`src/hw/rtl/mpsm_ram.sv`:
```
// ----------------------------------------------------------------------------
// mpsm_ram
// Simple dual-port synchronous RAM, one write and one registered read port.
// ----------------------------------------------------------------------------
`default_nettype none

module mpsm_ram #(
  parameter int DEPTH = 2,
  parameter int WIDTH = 8,
  localparam int AW   = $clog2(DEPTH)
) (
  input  wire logic             clk,
  input  wire logic             we,
  input  wire logic [AW-1:0]    waddr,
  input  wire logic [WIDTH-1:0] wdata,
  input  wire logic [AW-1:0]    raddr,
  output logic      [WIDTH-1:0] rdata
);

  logic [WIDTH-1:0] mem [DEPTH];

  always_ff @(posedge clk) begin
    if (we) begin
      mem[waddr] <= wdata;
    end
  end

  always_ff @(posedge clk) begin
    rdata <= mem[raddr];
  end

endmodule

`default_nettype wire

```
`config.mk`:
```
export PLATFORM = sky130hd
export DESIGN_NAME = mpsm_ram
export DESIGN_NICKNAME = d
export VERILOG_FILES = /design/src/hw/rtl/mpsm_ram.sv
export SDC_FILE = /design/constraint.sdc
export NUM_CORES = 1
export LEC_CHECK = 0
export ABC_AREA = 1
export ABC_CLOCK_PERIOD_IN_PS = 1200
export BUFFER_PORTS_ARGS = -buffer_cell sky130_fd_sc_hd__buf_2
export CORE_MARGIN = 2
export CORE_UTILIZATION = 40
export CTS_BUF_LIST = sky130_fd_sc_hd__clkbuf_4
export DETAILED_ROUTE_END_ITERATION = 7
export PLACE_DENSITY = 0.67
export SLEW_MARGIN = 20
export SYNTH_ARGS = -nofsm -noshare
export SYNTH_HDL_FRONTEND = slang
export SYNTH_SLANG_ARGS = --single-unit
```
`constraint.sdc`:
```
create_clock -name clk -period 1.2 [get_ports clk]
set_input_delay 0 -clock clk [delete_from_list [all_inputs] [get_ports clk]]
set_output_delay 0 -clock clk [all_outputs]
set_load 0.1 [all_outputs]
```
==> summary.md <==
| Metric | Value |
|---|---|
| Mean Syn Cell Area | `~14 sq um` |
| Status | `finished clean` |
| Hold Path Class | `in -> reg` |
| Max rail drop VDD | `0.849 mV` |
| DR vias | `between 400 and 500` |
| Root Buffer | `clkbuf_4` |
| Skew-Pair Late Insertion Delay | `about 300 ps` |
| GP Congestion | `between 0.6 and 0.7` |
| Drt via density | `roughly 4.2` |
| Final ANT Viol Nets | `0` |
| CTS tree | `built` |
| Setup CP Type | `reg -> out` |
| Commonest non-fill, non-tap cell in the layout | `nand2_1` |
| Slowest-stage cell, CP | `buf_2` |
| Clock transition at path regs | `about 120 ps` |
| CP arrival | `1050 ps` |
| Critical Path RT | `around 1200 ps` |
| Critical path, cell by cell | `buf_2` |
| Clock buffer depth | `2` |
| H-Tree Level Count | `1` |
| Ys Warns | `0` |
| Crit path max fanout | `1` |
| Buf/Inv on CP | `1` |
| 1st-iter DRT viols | `5` |
| Leakage | `around 0.00044 uW` |
| Die Area | `approximately 0.0023 sq mm` |
| DR WL/cell | `9.84 um` |
| Tcrit/Tclk final | `between 80% and 90%` |
| Delay-heaviest family, CP | `buffers and inverters` |
| Top cells by area, synth | `edfxtp_1 63%, dfxtp_1 21%, nand2_1 12%, buf_6 1.5%, inv_1 0.99%` |
| Drc violations | `0` |
| Most area-hungry cell type in the Yosys netlist | `edfxtp_1` |
| Synth-to-layout area growth | `31.4%` |
| Port Buf Inserts | `19` |
| Final Hold Fails | `0` |
| IO Count | `20` |
| Routed WL | `approximately 1.1 mm` |
| Setup Buffers After CTS | `0` |
| Share of layout cells above drive strength 1 | `around 28%` |
| Pin count of the biggest net entering global routing | `14` |
| Sequential area share after synthesis | `between 80% and 90%` |
| Max cap viols | `0` |
| Post-synth top area share | `63.2%` |
| Cells after synthesis | `between 50 and 60` |
| Clock sink count | `24` |
| Cell area power density | `~1600 mW/mm^2` |
| First-pass GRT wire length | `around 1.6 mm` |
| Max Slew Vio Count | `0` |
| Most frequent cells in the layout | `25 x nand2_1, 19 x buf_2, 16 x edfxtp_1` |
| Vias in the first global route | `396` |
| RSZ-0062 raised after global routing | `no` |
| Max frequency | `between 0.9 and 1 GHz` |
| Crit path time final | `about 1100 ps` |
| Final setup fails | `0` |
| Die Wd | `roughly 48 um` |
| GRT Overall Usage | `around 11%` |
| Area of the mapped netlist | `~760 sq um` |
| Cell variety after synth | `7` |
| CTS Buf Count | `3` |
| Diode count | `0` |
| Setup TNS | `0 ps` |
| Total power | `1590 uW` |
| Initial core utilization | `43.1%` |
| Global route total overflow | `0` |
| CP Capture Type | `output pin` |
| CP max stage delay | `about 420 ps` |
| First-pass detailed-route iteration total | `4` |
| Worst Skew | `between 2 and 3 ps` |
| Layout net count | `99` |
| CP startpoint kind | `register` |
| Die Y | `between 40 and 50 um` |
| Flops & latches, synth | `24` |
| Row count | `15` |
| Initial antenna violation count | `0` |
| Placeable Area | `~0.0018 sq mm` |
| Syn Nets | `66` |
| Slew margin rel. | `about two thirds` |
| Measured slew at the worst slew-check pin | `roughly 490 ps` |
| Detail Placement HPWL | `around 750 um` |
cell type report:
type	instances	area, sq um
clock buffers	3	22.5
clock inverters	1	3.75
multi-input cells	26	97.6
flip-flops and latches	24	641
fillers	174	764
well taps	25	31.3
inverters	3	11.3
repair buffers	29	193
state kept, by name, indices dropped and copies added (netlist names):
signal	cells
rdata	8
mem	16
cells in the mapped netlist:
library cell	number
nand2_1	25
edfxtp_1	16
dfxtp_1	8
inv_1	2
buf_6	1
inv_2	1
nor2_1	1
path summary, 6_finish.rpt:
kind	slack (ps)	cells past startpoint	endpoint	startpoint
setup / recovery	150	1	rdata[1]	rdata[1]$_DFF_P_
hold / removal	150	3	mem[0][6]$_DFFE_PP_	waddr
setup reg to reg	600	2	rdata[7]$_DFF_P_	mem[1][7]$_DFFE_PP_
hold reg to reg	450	2	rdata[2]$_DFF_P_	mem[0][2]$_DFFE_PP_
stage by stage:
stage / hold WS (ps) / utilization (%) / instance area [sq um] / std cells / worst slack, ps
4_1_cts: 160 / 56.7 / 1000 / 111 / 135
6_report: 154 / 56.7 / 1000 / 111 / 147
2_1_floorplan: 98.9 / - / 761 / 54 / 291
5_1_grt: 145 / 56.7 / 1000 / 111 / 99.8
3_3_place_gp: 190 / 50.1 / 883 / 98 / 499
3_5_place_dp: 192 / 50.1 / 883 / 98 / 472
where the power goes:
part	internal, uW	switching, uW
logic	61.3	227
clock network	121	225
registers	945	13.2
total	1130	465
timing repair:
| action | in CTS | in global routing |
|---|---|---|
| endpoints found under the hold margin | 17 | 0 |
| resized for setup | 0 | 0 |
| hold buffers | 9 | 0 |
kinds of logic after synthesis:
| family | Yosys count | synth area share, % |
|---|---|---|
| flops | 24 | 84.2 |
| buf+inv | 4 | 2.96 |
| simple gates | 26 | 12.8 |
routing by layer:
metal  vias up  wire length, um  global-route usage [%]
li1        241                -                       -
met2        15              566                    19.2
met5         -                0                       0
met3         2               54                    3.40
met4         0               19                    6.49
met1       213              451                    11.4
No activity file was read; power rests on OpenSTA's default activity.
