===== src/hw/rtl/mpsm_pkg.sv =====
// ----------------------------------------------------------------------------
// mpsm_pkg
// Shared types and constants of the multi-pattern string matcher.
// ----------------------------------------------------------------------------
`default_nettype none

package mpsm_pkg;

  localparam int NODES_DEF        = 256;
  localparam int ALPHABET_DEF     = 26;
  localparam int MAX_PATTERNS_DEF = 16;
  localparam int MAX_RESULTS      = 16;
  localparam int ID_W             = 4;
  localparam int SYM_W            = 5;

  typedef enum logic [1:0] {
    OP_INSERT  = 2'd0,
    OP_BUILD   = 2'd1,
    OP_MATCH   = 2'd2,
    OP_RESTART = 2'd3
  } op_t;

  typedef enum logic [2:0] {
    ST_OK              = 3'd0,
    ST_TRIE_FULL       = 3'd1,
    ST_PAT_FULL        = 3'd2,
    ST_INS_AFTER_BUILD = 3'd3,
    ST_NOT_BUILT       = 3'd4
  } status_t;

  typedef enum logic [3:0] {
    S_CLEAR,
    S_IDLE,
    S_RESP,
    S_INS_RD,
    S_INS_PAT,
    S_M_RD,
    S_M_LOAD,
    S_M_EMIT,
    S_B_POP,
    S_B_U,
    S_B_F,
    S_B_C1,
    S_B_C2,
    S_B_C3,
    S_B_C4
  } state_t;

  typedef struct packed {
    status_t         status;
    logic [ID_W-1:0] pattern_id;
    logic            match_valid;
    logic            last;
  } result_t;

endpackage

`default_nettype wire


===== src/hw/rtl/mpsm_ctrl.sv =====
// ----------------------------------------------------------------------------
// mpsm_ctrl
// Sequencer: trie insert, breadth-first build, text walk and result output.
// ----------------------------------------------------------------------------
`default_nettype none

module mpsm_ctrl import mpsm_pkg::*; #(
  parameter int NODES        = NODES_DEF,
  parameter int ALPHABET     = ALPHABET_DEF,
  parameter int MAX_PATTERNS = MAX_PATTERNS_DEF,
  localparam int NW     = $clog2(NODES),
  localparam int NCW    = $clog2(NODES + 1),
  localparam int GDEPTH = NODES * ALPHABET,
  localparam int GAW    = $clog2(GDEPTH),
  localparam int CW     = $clog2(ALPHABET)
) (
  input  wire logic                    clk,
  input  wire logic                    rst_n,
  input  wire logic                    in_tvalid,
  output logic                         in_tready,
  input  wire logic [7:0]              in_tdata,
  input  wire logic                    in_tlast,
  output logic                         out_tvalid,
  input  wire logic                    out_tready,
  output logic [7:0]                   out_tdata,
  output logic                         out_tlast,
  output logic                         g_we,
  output logic [GAW-1:0]               g_waddr,
  output logic [NW-1:0]                g_wdata,
  output logic [GAW-1:0]               g_raddr,
  input  wire logic [NW-1:0]           g_rdata,
  output logic                         l_we,
  output logic [NW-1:0]                l_waddr,
  output logic [2*NW-1:0]              l_wdata,
  output logic [NW-1:0]                n_raddr,
  input  wire logic [2*NW-1:0]         l_rdata,
  output logic                         p_we,
  output logic [NW-1:0]                p_waddr,
  output logic [MAX_PATTERNS-1:0]      p_wdata,
  input  wire logic [MAX_PATTERNS-1:0] p_rdata,
  output logic                         q_we,
  output logic [NW-1:0]                q_waddr,
  output logic [NW-1:0]                q_wdata,
  output logic [NW-1:0]                q_raddr,
  input  wire logic [NW-1:0]           q_rdata
);

  localparam int PIW = (MAX_PATTERNS > 1) ? $clog2(MAX_PATTERNS) : 1;
  localparam int PCW = $clog2(MAX_PATTERNS + 1);
  localparam int RW  = $clog2(MAX_RESULTS + 1);

  state_t                  state_r, state_nxt;
  logic [GAW-1:0]          clr_r, clr_nxt;
  logic [NCW-1:0]          node_cnt_r, node_cnt_nxt;
  logic [PCW-1:0]          pat_cnt_r, pat_cnt_nxt;
  logic [NW-1:0]           ins_r, ins_nxt;
  logic [NW-1:0]           text_r, text_nxt;
  logic                    built_r, built_nxt;
  logic [CW-1:0]           sym_r, sym_nxt;
  logic                    end_r, end_nxt;
  logic [NW-1:0]           nxt_node_r, nxt_node_nxt;
  logic [NCW-1:0]          head_r, head_nxt;
  logic [NCW-1:0]          tail_r, tail_nxt;
  logic [NW-1:0]           u_r, u_nxt;
  logic [NW-1:0]           fu_r, fu_nxt;
  logic [NW-1:0]           v_r, v_nxt;
  logic [NW-1:0]           f_r, f_nxt;
  logic [CW-1:0]           c_r, c_nxt;
  logic [MAX_PATTERNS-1:0] mask_r, mask_nxt;
  logic [NW-1:0]           olink_r, olink_nxt;
  logic [RW-1:0]           nres_r, nres_nxt;
  result_t                 resp_r, resp_nxt;
  logic                    out_valid_r;
  result_t                 out_res_r, out_res_nxt;
  logic                    out_load;
  logic                    slot_free;
  logic [CW-1:0]           sym_c;
  op_t                     in_op;
  logic [NW-1:0]           new_node;
  logic [NW-1:0]           ins_target;
  logic [NW-1:0]           f_c;
  logic [PIW-1:0]          p_sel;
  logic [MAX_PATTERNS-1:0] mask_rest;
  logic                    fin;

  function automatic logic [GAW-1:0] gaddr(input logic [NW-1:0] n, input logic [CW-1:0] c);
    return GAW'(GAW'(n) * GAW'(ALPHABET)) + GAW'(c);
  endfunction

  assign in_op     = op_t'(in_tdata[1:0]);
  assign slot_free = !out_valid_r || out_tready;
  assign in_tready = (state_r == S_IDLE);

  always_comb begin
    if (32'(in_tdata[6:2]) >= ALPHABET) begin
      sym_c = CW'(ALPHABET - 1);
    end else begin
      sym_c = CW'(in_tdata[6:2]);
    end
  end

  always_comb begin
    p_sel = '0;
    for (int i = MAX_PATTERNS - 1; i >= 0; i--) begin
      if (mask_r[i]) begin
        p_sel = PIW'(i);
      end
    end
  end

  assign mask_rest = mask_r & ~(MAX_PATTERNS'(1) << p_sel);
  assign fin       = ((mask_rest == '0) && (olink_r == '0))
                     || (32'(nres_r) + 1 >= MAX_RESULTS);
  assign new_node  = node_cnt_r[NW-1:0];

  always_comb begin
    state_nxt    = state_r;
    clr_nxt      = clr_r;
    node_cnt_nxt = node_cnt_r;
    pat_cnt_nxt  = pat_cnt_r;
    ins_nxt      = ins_r;
    text_nxt     = text_r;
    built_nxt    = built_r;
    sym_nxt      = sym_r;
    end_nxt      = end_r;
    nxt_node_nxt = nxt_node_r;
    head_nxt     = head_r;
    tail_nxt     = tail_r;
    u_nxt        = u_r;
    fu_nxt       = fu_r;
    v_nxt        = v_r;
    f_nxt        = f_r;
    c_nxt        = c_r;
    mask_nxt     = mask_r;
    olink_nxt    = olink_r;
    nres_nxt     = nres_r;
    resp_nxt     = resp_r;
    out_load     = 1'b0;
    out_res_nxt  = resp_r;
    g_we         = 1'b0;
    g_waddr      = gaddr(u_r, c_r);
    g_wdata      = '0;
    g_raddr      = gaddr(ins_r, sym_r);
    l_we         = 1'b0;
    l_waddr      = v_r;
    l_wdata      = '0;
    n_raddr      = olink_r;
    p_we         = 1'b0;
    p_waddr      = nxt_node_r;
    p_wdata      = p_rdata | (MAX_PATTERNS'(1) << pat_cnt_r);
    q_we         = 1'b0;
    q_waddr      = tail_r[NW-1:0];
    q_wdata      = v_r;
    q_raddr      = head_r[NW-1:0];
    ins_target   = g_rdata;
    f_c          = '0;

    case (state_r)
      S_CLEAR: begin
        g_we    = 1'b1;
        g_waddr = clr_r;
        if (32'(clr_r) < NODES) begin
          l_we    = 1'b1;
          l_waddr = clr_r[NW-1:0];
          p_we    = 1'b1;
          p_waddr = clr_r[NW-1:0];
          p_wdata = '0;
        end
        clr_nxt = clr_r + 1'b1;
        if (32'(clr_r) == GDEPTH - 1) begin
          state_nxt = S_IDLE;
        end
      end
      S_IDLE: begin
        g_raddr = gaddr((in_op == OP_MATCH) ? text_r : ins_r, sym_c);
        if (in_tvalid) begin
          sym_nxt  = sym_c;
          end_nxt  = in_tlast;
          resp_nxt = '{status: ST_OK, pattern_id: '0, match_valid: 1'b0, last: 1'b1};
          case (in_op)
            OP_INSERT: begin
              if (built_r) begin
                resp_nxt.status = ST_INS_AFTER_BUILD;
                state_nxt       = S_RESP;
              end else begin
                state_nxt = S_INS_RD;
              end
            end
            OP_BUILD: begin
              if (built_r) begin
                state_nxt = S_RESP;
              end else begin
                q_we      = 1'b1;
                q_waddr   = '0;
                q_wdata   = '0;
                head_nxt  = '0;
                tail_nxt  = NCW'(1);
                state_nxt = S_B_POP;
              end
            end
            OP_MATCH: begin
              if (!built_r) begin
                resp_nxt.status = ST_NOT_BUILT;
                state_nxt       = S_RESP;
              end else begin
                state_nxt = S_M_RD;
              end
            end
            OP_RESTART: begin
              text_nxt  = '0;
              state_nxt = S_RESP;
            end
            default: state_nxt = S_IDLE;
          endcase
        end
      end
      S_RESP: begin
        if (slot_free) begin
          out_load  = 1'b1;
          state_nxt = S_IDLE;
        end
      end
      S_INS_RD: begin
        g_waddr   = gaddr(ins_r, sym_r);
        g_wdata   = new_node;
        state_nxt = S_RESP;
        if (g_rdata == '0 && 32'(node_cnt_r) >= NODES) begin
          ins_nxt         = '0;
          resp_nxt.status = ST_TRIE_FULL;
        end else begin
          if (g_rdata == '0) begin
            g_we         = 1'b1;
            node_cnt_nxt = node_cnt_r + 1'b1;
            ins_target   = new_node;
          end
          ins_nxt = ins_target;
          n_raddr = ins_target;
          if (end_r) begin
            ins_nxt = '0;
            if (32'(pat_cnt_r) >= MAX_PATTERNS) begin
              resp_nxt.status = ST_PAT_FULL;
            end else begin
              nxt_node_nxt = ins_target;
              state_nxt    = S_INS_PAT;
            end
          end
        end
      end
      S_INS_PAT: begin
        p_we                = 1'b1;
        resp_nxt.pattern_id = ID_W'(pat_cnt_r);
        pat_cnt_nxt         = pat_cnt_r + 1'b1;
        state_nxt           = S_RESP;
      end
      S_M_RD: begin
        text_nxt = g_rdata;
        n_raddr  = g_rdata;
        nres_nxt = '0;
        if (g_rdata == '0) begin
          state_nxt = S_RESP;
        end else begin
          state_nxt = S_M_LOAD;
        end
      end
      S_M_LOAD: begin
        mask_nxt  = p_rdata;
        olink_nxt = l_rdata[2*NW-1:NW];
        n_raddr   = l_rdata[2*NW-1:NW];
        if (p_rdata != '0) begin
          state_nxt = S_M_EMIT;
        end else if (l_rdata[2*NW-1:NW] == '0) begin
          state_nxt = S_RESP;
        end
      end
      S_M_EMIT: begin
        if (slot_free) begin
          out_load    = 1'b1;
          out_res_nxt = '{status: ST_OK, pattern_id: ID_W'(p_sel),
                          match_valid: 1'b1, last: fin};
          nres_nxt    = nres_r + 1'b1;
          mask_nxt    = mask_rest;
          if (fin) begin
            state_nxt = S_IDLE;
          end else if (mask_rest == '0) begin
            state_nxt = S_M_LOAD;
          end
        end
      end
      S_B_POP: begin
        if (head_r == tail_r) begin
          built_nxt = 1'b1;
          ins_nxt   = '0;
          state_nxt = S_RESP;
        end else begin
          head_nxt  = head_r + 1'b1;
          state_nxt = S_B_U;
        end
      end
      S_B_U: begin
        u_nxt     = q_rdata;
        n_raddr   = q_rdata;
        state_nxt = S_B_F;
      end
      S_B_F: begin
        fu_nxt    = l_rdata[NW-1:0];
        c_nxt     = '0;
        state_nxt = S_B_C1;
      end
      S_B_C1: begin
        g_raddr   = gaddr(u_r, c_r);
        state_nxt = S_B_C2;
      end
      S_B_C2: begin
        v_nxt     = g_rdata;
        g_raddr   = gaddr(fu_r, c_r);
        state_nxt = S_B_C3;
      end
      S_B_C3: begin
        f_c     = (u_r != '0) ? g_rdata : '0;
        f_nxt   = f_c;
        n_raddr = f_c;
        if (v_r == '0) begin
          g_we    = 1'b1;
          g_wdata = g_rdata;
          c_nxt   = c_r + 1'b1;
          if (32'(c_r) == ALPHABET - 1) begin
            state_nxt = S_B_POP;
          end else begin
            state_nxt = S_B_C1;
          end
        end else begin
          state_nxt = S_B_C4;
        end
      end
      S_B_C4: begin
        l_we    = 1'b1;
        l_wdata = {((p_rdata != '0) ? f_r : l_rdata[2*NW-1:NW]), f_r};
        if (32'(tail_r) < NODES) begin
          q_we     = 1'b1;
          tail_nxt = tail_r + 1'b1;
        end
        c_nxt = c_r + 1'b1;
        if (32'(c_r) == ALPHABET - 1) begin
          state_nxt = S_B_POP;
        end else begin
          state_nxt = S_B_C1;
        end
      end
      default: state_nxt = S_IDLE;
    endcase
  end

  always_ff @(posedge clk) begin
    if (!rst_n) begin
      state_r     <= S_CLEAR;
      clr_r       <= '0;
      node_cnt_r  <= NCW'(1);
      pat_cnt_r   <= '0;
      ins_r       <= '0;
      text_r      <= '0;
      built_r     <= 1'b0;
      out_valid_r <= 1'b0;
    end else begin
      state_r    <= state_nxt;
      clr_r      <= clr_nxt;
      node_cnt_r <= node_cnt_nxt;
      pat_cnt_r  <= pat_cnt_nxt;
      ins_r      <= ins_nxt;
      text_r     <= text_nxt;
      built_r    <= built_nxt;
      if (out_load) begin
        out_valid_r <= 1'b1;
      end else if (out_tready) begin
        out_valid_r <= 1'b0;
      end
    end
  end

  always_ff @(posedge clk) begin
    sym_r      <= sym_nxt;
    end_r      <= end_nxt;
    nxt_node_r <= nxt_node_nxt;
    head_r     <= head_nxt;
    tail_r     <= tail_nxt;
    u_r        <= u_nxt;
    fu_r       <= fu_nxt;
    v_r        <= v_nxt;
    f_r        <= f_nxt;
    c_r        <= c_nxt;
    mask_r     <= mask_nxt;
    olink_r    <= olink_nxt;
    nres_r     <= nres_nxt;
    resp_r     <= resp_nxt;
    if (out_load) begin
      out_res_r <= out_res_nxt;
    end
  end

  assign out_tvalid = out_valid_r;
  assign out_tdata  = {out_res_r.status, out_res_r.pattern_id, out_res_r.match_valid};
  assign out_tlast  = out_res_r.last;

endmodule

`default_nettype wire


===== config.mk =====
export PLATFORM = sky130hd
export DESIGN_NAME = mpsm_ctrl
export DESIGN_NICKNAME = d
export VERILOG_FILES = /design/src/hw/rtl/mpsm_pkg.sv /design/src/hw/rtl/mpsm_ctrl.sv
export SDC_FILE = /design/constraint.sdc
export NUM_CORES = 1
export LEC_CHECK = 0
export ABC_AREA = 1
export BUFFER_PORTS_ARGS = -buffer_cell sky130_fd_sc_hd__buf_2
export CAP_MARGIN = 20
export CORE_MARGIN = 2
export CORE_UTILIZATION = 55
export DETAILED_ROUTE_END_ITERATION = 8
export PLACE_DENSITY = 0.77
export SYNTH_ARGS = -nofsm -noshare
export SYNTH_HDL_FRONTEND = slang
export SYNTH_SLANG_ARGS = --single-unit

===== constraint.sdc =====
create_clock -name clk -period 5.3 [get_ports clk]
set_input_delay 0.53 -clock clk [delete_from_list [all_inputs] [get_ports clk]]
set_output_delay 0.53 -clock clk [all_outputs]
set_load 0.02 [all_outputs]

==> results of run 1 <==
==> area by class of cell <==
cell class / count / area, µm²
Fill cell: 2037 / 8130
Multi-Input combinational cell: 1101 / 6750
Sequential cell: 163 / 4400
Inverter: 328 / 1230
Timing Repair Buffer: 200 / 1030
Clock buffer: 18 / 439
Tap cell: 285 / 357
Clock inverter: 14 / 159
==> sequential cells by signal (all words and copies together) (netlist names), 9 cells and up <==
| signal | cells |
|---|---|
| mask_r | 16 |
| clr_r | 13 |
| head_r | 9 |
| node_cnt_r | 9 |
| tail_r | 9 |
==> Yosys cell counts (3+ instances only) <==
| cell type | n |
|---|---|
| a21oi_1 | 120 |
| nand2_1 | 255 |
| nor4_1 | 10 |
| clkinv_1 | 4 |
| o31ai_1 | 4 |
| fa_1 | 24 |
| nand3_1 | 52 |
| edfxtp_1 | 114 |
| a31oi_1 | 10 |
| nand2_2 | 4 |
| inv_1 | 316 |
| xnor2_1 | 18 |
| o221ai_1 | 12 |
| or2_2 | 5 |
| dfxtp_1 | 49 |
| inv_2 | 8 |
| nand4_1 | 22 |
| nor2_1 | 193 |
| o211ai_1 | 9 |
| xor2_1 | 37 |
| nor3_1 | 33 |
| o2111ai_1 | 3 |
| o22ai_1 | 11 |
| ha_1 | 113 |
| a221oi_1 | 14 |
| nor3b_1 | 7 |
| nor2_2 | 4 |
| o21bai_1 | 13 |
| buf_4 | 8 |
| o21ai_0 | 100 |
| o21ai_1 | 8 |
| clkbuf_1 | 25 |
==> cell usage in the layout (no fill, tap or decap), types with 5 or more instances in the layout <==
cell type,count
buf_4,12
o21ai_1,8
nor3_1,33
nor3b_1,7
fa_1,24
a31oi_1,10
xnor2_1,18
a21oi_1,120
nand2_1,255
buf_2,188
nor4_1,10
o21ai_0,100
o211ai_1,9
edfxtp_1,114
inv_6,5
o22ai_1,11
nand3_1,52
o21bai_1,13
inv_1,315
dfxtp_1,49
nor2_1,193
inv_2,9
xor2_1,37
ha_1,113
nand4_1,22
o221ai_1,12
or2_2,5
a221oi_1,14
clkbuf_16,17
==> kinds of logic (layout without fill, tap and decap cells) <==
| kind of cell | count (synthesis) | in the layout | share of synthesized area |
|---|---|---|---|
| DFF | 163 | 163 | 0.351 |
| AOI/OAI and AO/OA | 313 | 313 | 0.145 |
| and+or+nand+nor | 596 | 596 | 0.204 |
| buffers and inverters | 363 | 560 | 0.111 |
| adders and majority gates | 137 | 137 | 0.151 |
| xor gates and xnor gates | 55 | 55 | 0.0384 |
==> worst max-delay path by stage <==
stage	from	end	slack (ns)	cells past startpoint
2_1_floorplan	in_tdata[1]	g_raddr[12]	0.78	23
3_3_place_gp	in_tdata[1]	g_raddr[12]	0.45	24
3_5_place_dp	in_tdata[1]	g_raddr[12]	0.40	24
4_1_cts	in_tdata[1]	g_raddr[12]	0.39	24
5_1_grt	in_tdata[1]	g_raddr[12]	0.06	24
6_report	ins_r[1]	g_waddr[12]	0.41	17
==> metal layers <==
layer,global-route usage,up-vias,share of wire
li1,-,5741,-
met1,0.430,5556,0.42
met2,0.492,637,0.46
met3,0.0579,73,0.10
met4,0.0873,2,0.022
met5,0,-,0.00035
==> what timing repair did <==
item	in CTS	in global routing
gates resized for setup	0	1
setup endpoints to repair	0	1
hold buffers	0	0
==> power groups by stage <==
stage | clock [mW] | combinational [mW] | sequential (mW)
after floorplan | 0 | 1.10 | 1.57
after global placement | 0 | 1.70 | 1.58
after detailed placement | 0 | 1.70 | 1.59
after CTS | 1.26 | 1.72 | 1.56
after global routing | 1.30 | 1.87 | 1.57
final | 1.26 | 1.74 | 1.56
==> critical path, stage by stage, from the launching register on <==
cell	delay [ns]
dfxtp_1	0.53
ha_1	0.21
inv_1	0.05
fa_1	0.47
inv_1	0.04
ha_1	0.34
a21oi_1	0.15
inv_1	0.05
a31oi_1	0.21
xor2_1	0.15
nor3b_1	0.32
nand2_1	0.11
or3_1	0.41
nor2_1	0.14
xor2_1	0.34
nand2_1	0.10
o221ai_1	0.08
buf_2	0.21
==> results_dict.tcl, run 1 <==
set metrics [dict create \
    grt_max_degree 35 \
    gr-usage-all-layers 0.308 \
    synth_area_per_cell_um2 7.71 \
    synth_top_cell_area_share 0.273 \
    timing.rr.end "mask_r[1]" \
    fin_hold_ws_ns 0.264 \
    clk_latency_ns 0.44 \
    fin_total_pwr_mw 4.56 \
    crit_path_end_kind "output pin" \
    p_sw_mw 1.93 \
    synth_nets 1825 \
    place_congestion 0.973 \
    drcViolationCount 0 \
    powerDensity_nw_per_um2 317 \
    r2r_setup_slack_ns 1.61 \
    synthesis.area_um2 12500 \
    die_h_um 155 \
    arrival_ns 4.36 \
    core_area_um2 22500 \
    clockBufferDepth 2 \
    max_cap_viol_count 0 \
    drt_pre_antenna_iters 7 \
    final.period_utilization 0.922 \
    areaGrowthSynthToFinish_pct 14.5 \
    cts_max_level 4 \
    setup_ws_ns 0.413 \
    setup_viol 0 \
    switching_share 0.423 \
    fin_crit_ns 4.89 \
    pwr-share-comb 0.381 \
    vias_per_cell 5.69 \
    power.internal_mw 2.63 \
    fmax_mhz 205 \
    antenna-diode-count 0 \
    drive_gt1_frac 0.145 \
    cts_tree "done" \
    power.leakage_nw 6.84 \
    cts_inserted_buffers 17 \
    netlist_instances 1627 \
    synthFlopType "edfxtp_1" \
    worstHoldPathCells 1 \
    die_x_um 155 \
    drt_iter0_markers 999 \
    yosys_warnings 0 \
    final_nets 2009 \
    ys_ff_latch 163 \
    worst-slew-pin-transition_ns 0.998 \
    cts_root_buf "clkbuf_16" \
    finish.utilization 0.639 \
    start_util 0.558 \
    ios 190 \
    synth-seq-area-share 0.351 \
    io_buffers 188 \
    clk_pin_slew_ns 0.07 \
    fin_area_um2 14400 \
    reg2reg_depth 8 \
    seq_power_share 0.343 \
    start_kind "flip-flop" \
    grt_pass1_vias 11100 \
    place_area_um2 13800 \
    synth_area_leader_cell "edfxtp_1" \
    clock_sinks 163 \
    min_from "l_rdata[5]" \
    fp.dieArea_um2 24000 \
    rsz0062_at_grt "no" \
    critical_path_required_ns 4.77 \
    fin_setup_tns_ns 0 \
    instances_no_fill 2109 \
    synthTopCellsByArea "edfxtp_1 27%, ha_1 11%, inv_1 9.5%, dfxtp_1 7.8%, nand2_1 7.6%" \
    clock-skew-final_ns 0.0127 \
    dpl.hpwl_um 29700 \
    ys_types 48 \
    vdd_ir_drop_max_mv 0.246 \
    hold_path_end "fu_r[5]" \
    clkPwrFrac 0.276 \
    grt_pass1_wl_um 58200 \
    status "finished, final reports clean" \
    ant_nets 0 \
    cp_max_fo 6 \
    rows 55 \
    maxSlewHeadroom 0.332 \
    totalWireLength_um 37300 \
    critPathKind "flip-flop to output pin" \
    post_cts_buffers 0 \
    min_path_type "input port to flip-flop" \
    routedWlPerCell_um 17.7 \
    hold_viol 0 \
    overflow 0 \
    async_flop_share 0 \
    antenna_found_initial 1 \
    worstReg2RegStart "state_r[2]" \
    synth_edf_count 114 \
    placed_cells 2077 \
    drv_slew 0 \
    dpl_worst_slack_ns 0.399 \
    vias 12000 \
]
No activity file was read; power rests on OpenSTA's default activity.
==> run 2: changes to the inputs <==
--- a/config.mk
+++ b/config.mk
@@ -5,13 +5,14 @@
 export SDC_FILE = /design/constraint.sdc
 export NUM_CORES = 1
 export LEC_CHECK = 0
-export ABC_AREA = 1
 export BUFFER_PORTS_ARGS = -buffer_cell sky130_fd_sc_hd__buf_2
 export CAP_MARGIN = 20
+export CELL_PAD_IN_SITES_DETAIL_PLACEMENT = 0
+export CELL_PAD_IN_SITES_GLOBAL_PLACEMENT = 1
 export CORE_MARGIN = 2
-export CORE_UTILIZATION = 55
+export CORE_UTILIZATION = 45
 export DETAILED_ROUTE_END_ITERATION = 8
-export PLACE_DENSITY = 0.77
+export PLACE_DENSITY_LB_ADDON = 0.1
 export SYNTH_ARGS = -nofsm -noshare
 export SYNTH_HDL_FRONTEND = slang
 export SYNTH_SLANG_ARGS = --single-unit
==> run 2 against run 1 <==
Compared with the run above: sequential share of layout area shrank 0.55 points; hold slack worse by 0.011 ns; sequential cell count unchanged; sequential power is 13% lower; core utilization is 11 points lower; critical path depth is 2 higher; register-to-register slack improved by 0.11 ns; area after synthesis grew 1.4%; via count decreased by 8.3%; critical path type is now input port to output pin; critical endpoint is now g_raddr[11]; largest power group is now registers.
==> results_dict.tcl, run 2 <==
set metrics [dict create \
    status "finished, final reports clean" \
    top_regs "mask_r x16, clr_r x13" \
    power.leakage_nw 6.44 \
    antenna-diode-count 0 \
    clk_latency_ns 0.46 \
    layout_commonest_cell "buf_2" \
    io_buffers 188 \
    final.period_utilization 0.947 \
    drcViolationCount 0 \
    vdd_ir_drop_max_mv 0.154 \
    die_h_um 172 \
    fp.dieArea_um2 29600 \
    synth_area_leader_cell "edfxtp_1" \
    crit_slowest_cell "fa_1" \
    fin_crit_ns 5.02 \
    min_path_type "input port to flip-flop" \
    arrival_ns 4.49 \
    totalWireLength_um 39100 \
    drt_pre_antenna_iters 6 \
    vias 11000 \
    post_cts_buffers 0 \
    cts_inserted_buffers 17 \
    crit_path_cell_trace "buf_2 -> nand2b_2 -> buf_4 -> mux2_2 -> ha_1 -> inv_1 -> fa_1 -> inv_1 -> ha_1 -> nor2b_1 -> o21ai_0 -> a21oi_1 -> nor3_1 -> xnor2_1 -> nand3_1 -> xor2_1 -> o22ai_1 -> a211o_1 -> buf_2" \
    synth.most_common_cell "nand2_1" \
    fmax_mhz 199 \
    start_util 0.458 \
    worst-slew-pin-transition_ns 1.13 \
    final_nets 1784 \
    place_congestion 0.894 \
    synth_edf_count 114 \
    largest_register "mask_r" \
    largest_reg_flops 16 \
    cts_resized 0 \
    critPathKind "input port to output pin" \
    grt_pass1_vias 10600 \
    synth_area_per_cell_um2 8.95 \
    antenna_found_initial 0 \
    routedWlPerCell_um 19.8 \
    critical_path_required_ns 4.77 \
    clock_sinks 163 \
    clockBufferDepth 2 \
    cp_max_fo 6 \
    die_x_um 172 \
    rows 61 \
    hold_viol 0 \
    ys_ff_latch 163 \
    place_area_um2 14000 \
    drt_iter0_markers 804 \
    slowest_delay_ns 0.49 \
    cts_max_level 4 \
    core_area_um2 27800 \
    fin_setup_tns_ns 0 \
    drive_gt1_frac 0.161 \
    areaGrowthSynthToFinish_pct 15.0 \
    synthesis.area_um2 12700 \
    cts_tree "done" \
    final_cell_mix "188 x buf_2, 149 x nand2_1, 123 x nor2_1" \
    grt_max_degree 50 \
    synthTopCellsByArea "edfxtp_1 27%, ha_1 11%, dfxtp_1 7.7%, xnor2_1 5.0%, nand2_1 4.4%" \
    overflow 0 \
    synth_top_cell_area_share 0.269 \
    instances_no_fill 1977 \
    placed_cells 1945 \
    ys_types 74 \
    max_cap_viol_count 0 \
    crit_path_end_kind "output pin" \
    clk_pin_slew_ns 0.08 \
    grt_pass1_wl_um 59800 \
    netlist_instances 1422 \
    synth-seq-area-share 0.346 \
    synth_nets 1620 \
    powerDensity_nw_per_um2 186 \
    gr-usage-all-layers 0.267 \
    fin_area_um2 14600 \
    rsz0062_at_grt "no" \
    cts_root_buf "clkbuf_16" \
    start_kind "input port" \
    async_flop_share 0 \
    setup_viol 0 \
    ys_top_cells_by_count "149 x nand2_1, 123 x nor2_1, 117 x inv_1" \
    maxSlewHeadroom 0.244 \
    yosys_warnings 0 \
    clock-skew-final_ns 0.0236 \
    cts_hold_buf 0 \
    ios 190 \
    ant_nets 0 \
    synthFlopType "edfxtp_1" \
    dpl.hpwl_um 30900 \
    vias_per_cell 5.57 \
    drv_slew 0 \
]
-- run 2: cell count changes after synthesis, moves of 15 or more --
cell / previous run / this run
a21o_1: 0 / 20
a21oi_1: 120 / 48
a22oi_1: 0 / 30
and2_1: 0 / 66
and3_1: 0 / 15
clkbuf_1: 25 / 44
inv_1: 316 / 117
mux2i_1: 0 / 16
nand2_1: 255 / 149
nor2_1: 193 / 123
nor2b_1: 0 / 38
o21ai_0: 100 / 49
xnor2_1: 18 / 72
-- run 2: logic make-up (layout without fill, tap and decap cells) --
kind of cell,count (synthesis),after routing,synth area share
DFF,163,163,0.346
muxes,22,22,0.0179
xor gates and xnor gates,112,112,0.0771
adders and majority gates,138,138,0.150
AOI/OAI and AO/OA,258,258,0.141
and+or+nand+nor,556,556,0.215
buffers and inverters,173,350,0.0536
-- run 2: area by class of cell --
class / count / area, µm²
tap: 378 / 473
timing repair buffer: 201 / 1040
clock buffer: 17 / 425
sequential: 163 / 4400
multi-input combinational: 1086 / 7680
inverter: 117 / 439
fill: 2714 / 13100
clock inverter: 15 / 176
-- run 2: path summary, 6_finish.rpt --
| path | startpoint | endpoint | slack (ns) | depth (start not counted) |
|---|---|---|---|---|
| max reg2reg | mask_r[11] | state_r[1] | 1.72 | 9 |
| min | l_rdata[5] | fu_r[5] | 0.25 | 1 |
| max | in_tdata[0] | g_raddr[11] | 0.28 | 19 |
| min reg2reg | resp_r[8] | out_tdata[7] | 0.52 | 1 |
-- run 2: metrics by stage --
step           hold slack [ns]  worst slack (ns)  power [mW]   util
6_report                 0.253             0.282        2.73  0.527
5_1_grt                  0.241            0.0118        2.80  0.527
4_1_cts                  0.245             0.165        2.74  0.526
3_5_place_dp             0.507             0.183        1.49  0.504
3_3_place_gp             0.505             0.271        1.49  0.504
2_1_floorplan            0.484             0.437        1.43      -
-- run 2: power by group --
part | switching [mW] | internal, mW | total (mW)
Combinational | 0.0695 | 0.0404 | 0.110
Clock | 0.625 | 0.636 | 1.26
Sequential | 0.00339 | 1.35 | 1.36
Total | 0.698 | 2.03 | 2.73
-- run 2: worst max-delay path: cells and delay by family --
kind	cells	cell delay [ns]
AO/OA/AOI/OAI	4	0.70
XOR/XNOR	2	0.48
adder cells (fa/ha/maj)	3	1.11
buffers and inverters	5	0.55
multiplexers	1	0.38
AND/OR/NAND/NOR	4	0.72
-- run 2: layer usage --
metal | wire length [µm] | track usage | share of wire
met1 | 17500 | 0.355 | 0.45
met2 | 18800 | 0.457 | 0.48
met3 | 1940 | 0.0352 | 0.050
met4 | 857 | 0.0731 | 0.022
met5 | 0 | 0 | 0
